[src/hdl/obs_pkg.sv]
// ============================================================================
// obs_pkg
// Shared types, register indexes and reset values of the oriented box sampler.
// ============================================================================
`default_nettype none

package obs_pkg;

    // configuration register indexes
    typedef enum logic [2:0] {
        REG_CENTER      = 3'd0,
        REG_EXTENT      = 3'd1,
        REG_AXIS_FIRST  = 3'd2,
        REG_AXIS_SECOND = 3'd3,
        REG_AXIS_THIRD  = 3'd4
    } reg_idx_t;

    // sample function codes
    typedef enum logic [1:0] {
        FUNC_INTERIOR = 2'd0,
        FUNC_SURFACE  = 2'd1,
        FUNC_NORMAL   = 2'd2,
        FUNC_NONE     = 2'd3
    } func_t;

    localparam int CfgIndexWidth = 3;
    localparam int CfgDataWidth  = 48;

    // reset values: centre at origin, half sizes 0.5, identity axes
    localparam logic [47:0] CENTER_RESET      = 48'h0000_0000_0000;
    localparam logic [47:0] EXTENT_RESET      = 48'h0080_0080_0080;
    localparam logic [47:0] AXIS_FIRST_RESET  = 48'h0000_0000_4000;
    localparam logic [47:0] AXIS_SECOND_RESET = 48'h0000_4000_0000;
    localparam logic [47:0] AXIS_THIRD_RESET  = 48'h4000_0000_0000;

    // signed fraction 2r-1 with 16 fraction bits
    typedef logic signed [16:0] frac_t;
    // local offset with 24 fraction bits
    typedef logic signed [32:0] off_t;
    // axis normal in signed Q2.16
    typedef logic signed [18:0] nrm_t;
    // offset times axis component, 38 fraction bits
    typedef logic signed [47:0] prod_t;
    // sum of three products and the centre
    typedef logic signed [50:0] acc_t;

    // box settings, x in index 0
    typedef struct packed {
        logic [2:0][15:0] center;
        logic [2:0][15:0] extent;
        logic [2:0][15:0] axis_first;
        logic [2:0][15:0] axis_second;
        logic [2:0][15:0] axis_third;
    } cfg_t;

    // beat after face selection
    typedef struct packed {
        func_t       func;
        logic [2:0]  face;
        frac_t       s_a;
        frac_t       s_b;
        frac_t       s_c;
    } face_beat_t;

    // beat after offset build
    typedef struct packed {
        func_t             func;
        logic [2:0]        face;
        logic [2:0][32:0]  off;
        logic [2:0][18:0]  nrm;
    } off_beat_t;

    // result beat
    typedef struct packed {
        logic [31:0] out_x;
        logic [31:0] out_y;
        logic [31:0] out_z;
        logic [2:0]  face_index;
    } res_t;

endpackage

`default_nettype wire

[src/hdl/obs_if.sv]
// ============================================================================
// obs_if
// Valid/ready channels of the oriented box sampler: random draws in, samples
// out.
// ============================================================================
`default_nettype none

interface obs_draw_if;
    logic        valid;
    logic        ready;
    logic [1:0]  func;
    logic [15:0] rand_a;
    logic [15:0] rand_b;
    logic [15:0] rand_c;

    modport source (output valid, func, rand_a, rand_b, rand_c, input ready);
    modport sink (input valid, func, rand_a, rand_b, rand_c, output ready);
endinterface


`default_nettype wire

[src/hdl/obs_face.sv]
// ============================================================================
// obs_face
// Two pipeline stages: scale rand_a to 0..599 and form the signed fractions,
// then reduce modulo 6 to the face number.
// ============================================================================
`default_nettype none

module obs_face (
    input  wire logic               clk,
    input  wire logic               rst_n,
    obs_draw_if.sink                draw,
    output logic                    out_valid,
    input  wire logic               out_ready,
    output obs_pkg::face_beat_t     out_beat
);

    logic                 s1_valid_reg;
    logic                 s1_en;
    obs_pkg::func_t       s1_func_reg;
    logic [9:0]           s1_pos_reg;
    obs_pkg::frac_t       s1_s_a_reg;
    obs_pkg::frac_t       s1_s_b_reg;
    obs_pkg::frac_t       s1_s_c_reg;
    logic [25:0]          scaled;

    logic                 s2_valid_reg;
    logic                 s2_en;
    obs_pkg::face_beat_t  s2_beat_reg;
    obs_pkg::face_beat_t  s2_beat_next;
    logic [19:0]          quot_prod;
    logic [7:0]           quot;
    logic [9:0]           rem;

    // stall control, bubbles collapse
    assign s2_en      = !s2_valid_reg || out_ready;
    assign s1_en      = !s1_valid_reg || s2_en;
    assign draw.ready = s1_en;

    // floor(rand_a * 600 / 65536)
    assign scaled = 26'(draw.rand_a) * 26'd600;

    always_ff @(posedge clk or negedge rst_n)
    begin
        if (!rst_n)
        begin
            s1_valid_reg <= 1'b0;
            s2_valid_reg <= 1'b0;
        end
        else
        begin
            if (s1_en)
            begin
                s1_valid_reg <= draw.valid;
            end
            if (s2_en)
            begin
                s2_valid_reg <= s1_valid_reg;
            end
        end
    end

    // stage 1 payload; 2r-65536 is r doubled with the top bit flipped
    always_ff @(posedge clk)
    begin
        if (s1_en && draw.valid)
        begin
            s1_func_reg <= obs_pkg::func_t'(draw.func);
            s1_pos_reg  <= scaled[25:16];
            s1_s_a_reg  <= {~draw.rand_a[15], draw.rand_a[14:0], 1'b0};
            s1_s_b_reg  <= {~draw.rand_b[15], draw.rand_b[14:0], 1'b0};
            s1_s_c_reg  <= {~draw.rand_c[15], draw.rand_c[14:0], 1'b0};
        end
    end

    // modulo 6 by reciprocal: 683/4096 is exact for values below 600
    assign quot_prod = 20'(s1_pos_reg) * 20'd683;
    assign quot      = quot_prod[19:12];
    assign rem       = s1_pos_reg - 10'(quot) * 10'd6;

    always_comb
    begin
        s2_beat_next.func = s1_func_reg;
        s2_beat_next.face = rem[2:0];
        s2_beat_next.s_a  = s1_s_a_reg;
        s2_beat_next.s_b  = s1_s_b_reg;
        s2_beat_next.s_c  = s1_s_c_reg;
    end

    always_ff @(posedge clk)
    begin
        if (s2_en && s1_valid_reg)
        begin
            s2_beat_reg <= s2_beat_next;
        end
    end

    assign out_valid = s2_valid_reg;
    assign out_beat  = s2_beat_reg;

endmodule

`default_nettype wire

[src/flat_wrapper.sv]
// flat-port wrapper written by rule: the top's interface ports become plain ports
module obs_face_flat 
  (clk, rst_n, out_valid, out_ready, out_beat, draw_valid, draw_func, draw_rand_a, draw_rand_b, draw_rand_c, draw_ready);
  obs_draw_if draw_i ();
  input  wire logic clk;
  input  wire logic rst_n;
  output logic out_valid;
  input  wire logic out_ready;
  output obs_pkg::face_beat_t out_beat;
  input wire logic [$bits(draw_i.valid)-1:0] draw_valid;
  input wire logic [$bits(draw_i.func)-1:0] draw_func;
  input wire logic [$bits(draw_i.rand_a)-1:0] draw_rand_a;
  input wire logic [$bits(draw_i.rand_b)-1:0] draw_rand_b;
  input wire logic [$bits(draw_i.rand_c)-1:0] draw_rand_c;
  output wire logic [$bits(draw_i.ready)-1:0] draw_ready;
  assign draw_i.valid = draw_valid;
  assign draw_i.func = draw_func;
  assign draw_i.rand_a = draw_rand_a;
  assign draw_i.rand_b = draw_rand_b;
  assign draw_i.rand_c = draw_rand_c;
  assign draw_ready = draw_i.ready;
  obs_face u_core (.clk(clk), .rst_n(rst_n), .draw(draw_i), .out_valid(out_valid), .out_ready(out_ready), .out_beat(out_beat));
endmodule
[config.mk]
export PLATFORM = sky130hd
export DESIGN_NAME = obs_face_flat
export DESIGN_NICKNAME = d
export VERILOG_FILES = /design/src/hdl/obs_pkg.sv /design/src/hdl/obs_if.sv /design/src/hdl/obs_face.sv /design/src/flat_wrapper.sv
export SDC_FILE = /design/constraint.sdc
export NUM_CORES = 1
export LEC_CHECK = 0
export ABC_AREA = 1
export CELL_PAD_IN_SITES_DETAIL_PLACEMENT = 2
export CELL_PAD_IN_SITES_GLOBAL_PLACEMENT = 2
export CORE_UTILIZATION = 42
export DETAILED_ROUTE_END_ITERATION = 10
export DONT_BUFFER_PORTS = 1
export PLACE_DENSITY_LB_ADDON = 0.12
export SYNTH_ARGS = -nofsm -noshare
export SYNTH_HDL_FRONTEND = slang
export SYNTH_SLANG_ARGS = --single-unit
[constraint.sdc]
create_clock -name clk -period 5.7 [get_ports clk]
set_input_delay 1.14 -clock clk [delete_from_list [all_inputs] [get_ports clk]]
set_output_delay 1.14 -clock clk [all_outputs]
set_load 0.02 [all_outputs]
== Word-level counts from Yosys, hierarchy flattened ==
Cells that the tools add are included.
Operators by class
  $add $sub $neg: 1
  multiply operators: 3
  bitwise operators: 3
  reductions and logical operators: 6
Operators by type and width (count)
  16-bit by 7-bit multiplier with 23-bit output (second input constant): 1
  10-bit by 10-bit multiplier with 20-bit output (second input constant): 1
  8-bit by 2-bit multiplier with 2-bit output (second input constant): 1
  1-bit inverter: 3
  3-bit subtractor: 1
  1-bit logical AND: 2
  1-bit zero test: 2
  1-bit logical OR: 2
Word-level totals
  bits in registers: 115
  output and inout port bits: 58
  logic and storage cells: 25

== Depth between registers and ports, before layout ==
  depth after elaboration: 4
  depth in mapped cells: 26
  mapped depth without buffers: 26

== Worst setup path after synthesis ==
Ideal clock, no wire load.
  path type: register to register
  from: register u_core.s1_pos_reg[2]
  to: register u_core.s2_beat_reg (netlist bit u_core.out_beat[53]), data pin
  library setup time: 0.252 ns
  arrival time: 4.204 ns
  required time: 5.448 ns
  path slack: 1.244 ns
  cell stages (with the launch flop): 23
  path buffers: 0
  clock period less this slack: 4.456 ns
  cell sequence: edfxtp_1 > ha_1 > inv_1 > fa_1 > inv_1 > fa_1 > inv_1 > fa_1 > inv_1 > ha_1 > ha_1 > a21o_1 > nor2_1 > nand4_1 > nand2_1 > inv_1 > ha_1 > xor2_1 > inv_1 > nand3_1 > nand2_1 > nand2_1 > nand2_1
On the way
  word-level cells in the longest chain between the ends: 3
Ends and longest elaborated chain
  start, declared: RTL line obs_face.sv:20  | logic [9:0] s1_pos_reg;
  start signal, assigned: RTL line obs_face.sv:68  | s1_pos_reg <= scaled[25:16];
  10-bit by 10-bit multiplier with 20-bit output: RTL line obs_face.sv:76  | assign quot_prod = 20'(s1_pos_reg) * 20'd683;
  8-bit by 2-bit multiplier with 2-bit output: RTL line obs_face.sv:78  | assign rem = s1_pos_reg - 10'(quot) * 10'd6;
  3-bit subtractor (*): RTL line obs_face.sv:78
  net u_core.rem[2]: RTL line obs_face.sv:32  | logic [9:0] rem;
  end signal, assigned: RTL line obs_face.sv:93  | s2_beat_reg <= s2_beat_next;
  end, declared: RTL line obs_face.sv:28  | obs_pkg::face_beat_t s2_beat_reg;
Mark *: on every way through the listed nets, which the timed path passes. The rest lies on a longest branch.
A chain may end at the register's enable or synchronous reset.

== Worst setup path in the final report ==
  from: register u_core.s1_pos_reg[4]
  to: register u_core.s2_beat_reg (netlist bit u_core.out_beat[53]), data pin
On the way
  word-level cells in the longest chain between the ends: 3
Ends and longest elaborated chain (RTL line)
  10-bit by 10-bit multiplier with 20-bit output: obs_face.sv:76
  8-bit by 2-bit multiplier with 2-bit output: obs_face.sv:78
  3-bit subtractor: obs_face.sv:78
  net u_core.rem[2]: obs_face.sv:32
The timed path passes the listed nets, and every way through them passes these cells.

==> summary.txt <==
setup slack on the worst flop-to-flop path -> 270 ps
part of the Yosys area used for sequential elements -> 48.2%
first-pass GRT wire length -> 39,000 um
area of the multi-input gates -> 3150 sq um
remaining antenna violation count after routing -> 0
sum of net half-perimeters after detailed placement -> 17,200 um
final period utilization -> 95.3%
cell depth of the worst flop-to-flop path -> 22
Max-Cap Viols -> 0
data required time at the worst endpoint -> 5880 ps
number of flip-flops under the largest register name -> 53
Boundary Pins -> 112
number of fill cells -> 1,671
distinct cell type count of the synthesized netlist -> 23
Worst-Skew Late Latency -> 440 ps
f_max -> 184 MHz
TritonCTS clock tree -> built
largest fanout on the critical path -> 4
Most Frequent Cell on Critical Path -> inv_1
buffer cell driving the clock tree root -> clkbuf_16
number of cell rows -> 47
total vias in the final route -> 5,112
Setup Total Neg Slack -> 0 ps
sort of element at the start of the critical path -> flip-flop
startpoint of the most critical register-to-register path -> u_core.s1_pos_reg[4]$_DFFE_PP_
Placed Instance Area -> 7430 sq um
commonest non-fill, non-tap cell in the layout -> inv_1
Sinks on Clock Net -> 115
Worst Setup Slack post-DPL -> 497 ps
DR WL/cell -> 29.7 um
horizontal extent of the die -> 132 um
slowest stage cell, crit path -> fa_1
synthesized area per cell -> 11.2 sq um
Clock Skews -> 15.7 ps
layout net count -> 854
CP cell instances -> ha_1, inv_1, fa_1, inv_1, fa_1, inv_1, fa_1, inv_1, ha_1, ha_1, a21o_1, nor2_1, nand4_1, nand2_1, inv_1, ha_1, xor2_1, inv_1, nand3_1, nand2_1, nand2_1, nand2_1
family with the most delay on the worst path -> adder cells
H-Tree Level Count -> 4
clock transition time at the flip-flop clock pins of the worst setup and hold paths -> 70 ps
initial antenna violation count -> 1
vertical die dimension -> 132 um
DIE AREA -> 17,500 sq um
tightest hold margin -> 396 ps
Vias/cell -> 5.71
number of global-route vias before repair -> 5,649
worst setup path class -> flip-flop to flip-flop
largest net degree at the start of global routing -> 61
crit path capture type -> flip-flop
overall routed net length -> 26,600 um
area overhead of the layout relative to synthesis -> 13.0%
class of the tightest hold or removal check -> primary input to asynchronous set/reset pin
Num CTS Buffers -> 17
Overflow after GRT -> 0
final instance area -> 8070 sq um
DR DRC count -> 0
maximum cell stage delay along the critical path -> 570 ps
global-route usage over all layers -> 31.6%
capture instance of the worst register-to-register path -> u_core.out_beat[53]$_DFFE_PP_
Final Hold Viols -> 0
worst slew margin relative to its limit -> 41.3%
run status -> completed
Gate Count Post-Synth -> 638
Slew Limit Fails -> 0
Initial Utilization -> 43.1%
number of flip-flops and latches in the synthesized netlist -> 115
buffering stage count on the worst path with inverters included -> 6
RSZ-0062 raised after global routing -> false
fraction of final layout cells with drive strength greater than 1 -> 6.68%
Max clock buf depth -> 2
Arr. time, crit path -> 5610 ps
Port-buffer cells -> 0
total iterations of the first detailed-routing run -> 5
slew at the pin closest to its max-slew limit -> 881 ps
number of warnings printed during yosys synthesis -> 0
setup slack after layout -> 270 ps
routability-driven placement congestion ratio -> 0.797
clock period minus final worst setup slack -> 5430 ps
placeable core region -> 16,600 sq um
Final setup violation count -> 0
leading cell types in the layout, fill and taps excluded -> inv_1 (145), edfxtp_1 (113), nand2_1 (110)
Synth Cell Area -> 7140 sq um
storage element area -> 3440 sq um
Detailed Route Iter0 Violations -> 388
## what timing repair did
| item | in CTS | in global routing |
|---|---|---|
| buffers inserted | 0 | 3 |
| endpoints found under the setup margin | 0 | 1 |
| hold buffers | 0 | 0 |
| gates resized for setup | 0 | 0 |
| hold endpoints to repair | 0 | 0 |
## cell usage after synthesis
library cell | number | share of area (%)
nand2_2 | 6 | 0.53
nor4_2 | 1 | 0.18
nand2_1 | 110 | 5.8
o21bai_1 | 4 | 0.42
o21ai_0 | 11 | 0.77
nor2_1 | 28 | 1.5
nor2_2 | 1 | 0.088
dfrtp_1 | 2 | 0.70
nor3_1 | 3 | 0.21
o21a_1 | 2 | 0.21
nand3_1 | 20 | 1.4
a21oi_1 | 26 | 1.8
nor3_2 | 1 | 0.14
xnor2_1 | 1 | 0.12
inv_1 | 146 | 7.7
buf_4 | 3 | 0.32
fa_1 | 41 | 11
edfxtp_1 | 113 | 48
nand4_1 | 11 | 0.96
xor2_1 | 3 | 0.37
a21o_1 | 6 | 0.63
conb_1 | 1 | 0.052
ha_1 | 98 | 17
## logic make-up (layout without fill, tap and decap cells)
logic type      after synthesis  count (layout)  share of synthesized area [%]
fa+ha+maj                   139             139                           28.7
flops                       115             115                           48.2
compound gates               49              49                           3.85
other cells                   1               4                         0.0525
simple gates                181             181                           10.8
buf+inv                     149             183                           7.99
xor+xnor                      4               4                          0.491
## metal layers
metal  up-vias  part of all wire [%]  GRT usage [%]
met2       248                    51           54.4
li1       2146                     -              -
met3        56                   5.8           6.59
met1      2662                    41           38.5
met4         0                   3.0           13.0
met5         -                     0              0
## worst register-to-register path, stage by stage (launching register included)
cell	delay [ps]
edfxtp_1	480
ha_1	370
inv_1	80
fa_1	510
inv_1	70
fa_1	570
inv_1	80
fa_1	540
inv_1	60
ha_1	310
ha_1	390
a21o_1	230
nor2_1	240
nand4_1	200
nand2_1	150
inv_1	70
ha_1	190
xor2_1	240
inv_1	90
nand3_1	110
nand2_1	60
nand2_1	60
nand2_1	90
## through the flow
step / util (%) / std cells
6_report: 48.7 / 895
5_1_grt: 48.6 / 894
4_1_cts: 48.5 / 891
3_5_place_dp: 44.8 / 859
3_3_place_gp: 44.8 / 859
2_1_floorplan: - / 640
## worst max-delay path by stage
stage / start / endpoint / slack (ps) / depth (start not counted)
2_1_floorplan: u_core.s1_pos_reg[2]$_DFFE_PP_ / u_core.out_beat[53]$_DFFE_PP_ / 1240 / 22
3_3_place_gp: u_core.s1_pos_reg[2]$_DFFE_PP_ / u_core.out_beat[53]$_DFFE_PP_ / 950 / 22
3_5_place_dp: u_core.s1_pos_reg[2]$_DFFE_PP_ / u_core.out_beat[53]$_DFFE_PP_ / 500 / 23
4_1_cts: u_core.s1_pos_reg[2]$_DFFE_PP_ / u_core.out_beat[53]$_DFFE_PP_ / 260 / 23
5_1_grt: u_core.s1_pos_reg[4]$_DFFE_PP_ / u_core.out_beat[53]$_DFFE_PP_ / 50 / 26
6_report: u_core.s1_pos_reg[4]$_DFFE_PP_ / u_core.out_beat[53]$_DFFE_PP_ / 270 / 22
## cell type report
type | count | share of cell area [%]
clock inverters | 14 | 2.31
diodes | 1 | 0.0310
inverters | 146 | 6.79
clock buffers | 18 | 5.32
repair buffers | 5 | 0.465
well taps | 220 | 3.41
flip-flops and latches | 115 | 42.7
multi-input cells | 376 | 39.0
Power is not shown: default switching activity piles up to over one toggle a cycle in this logic, so the estimate is an artifact.
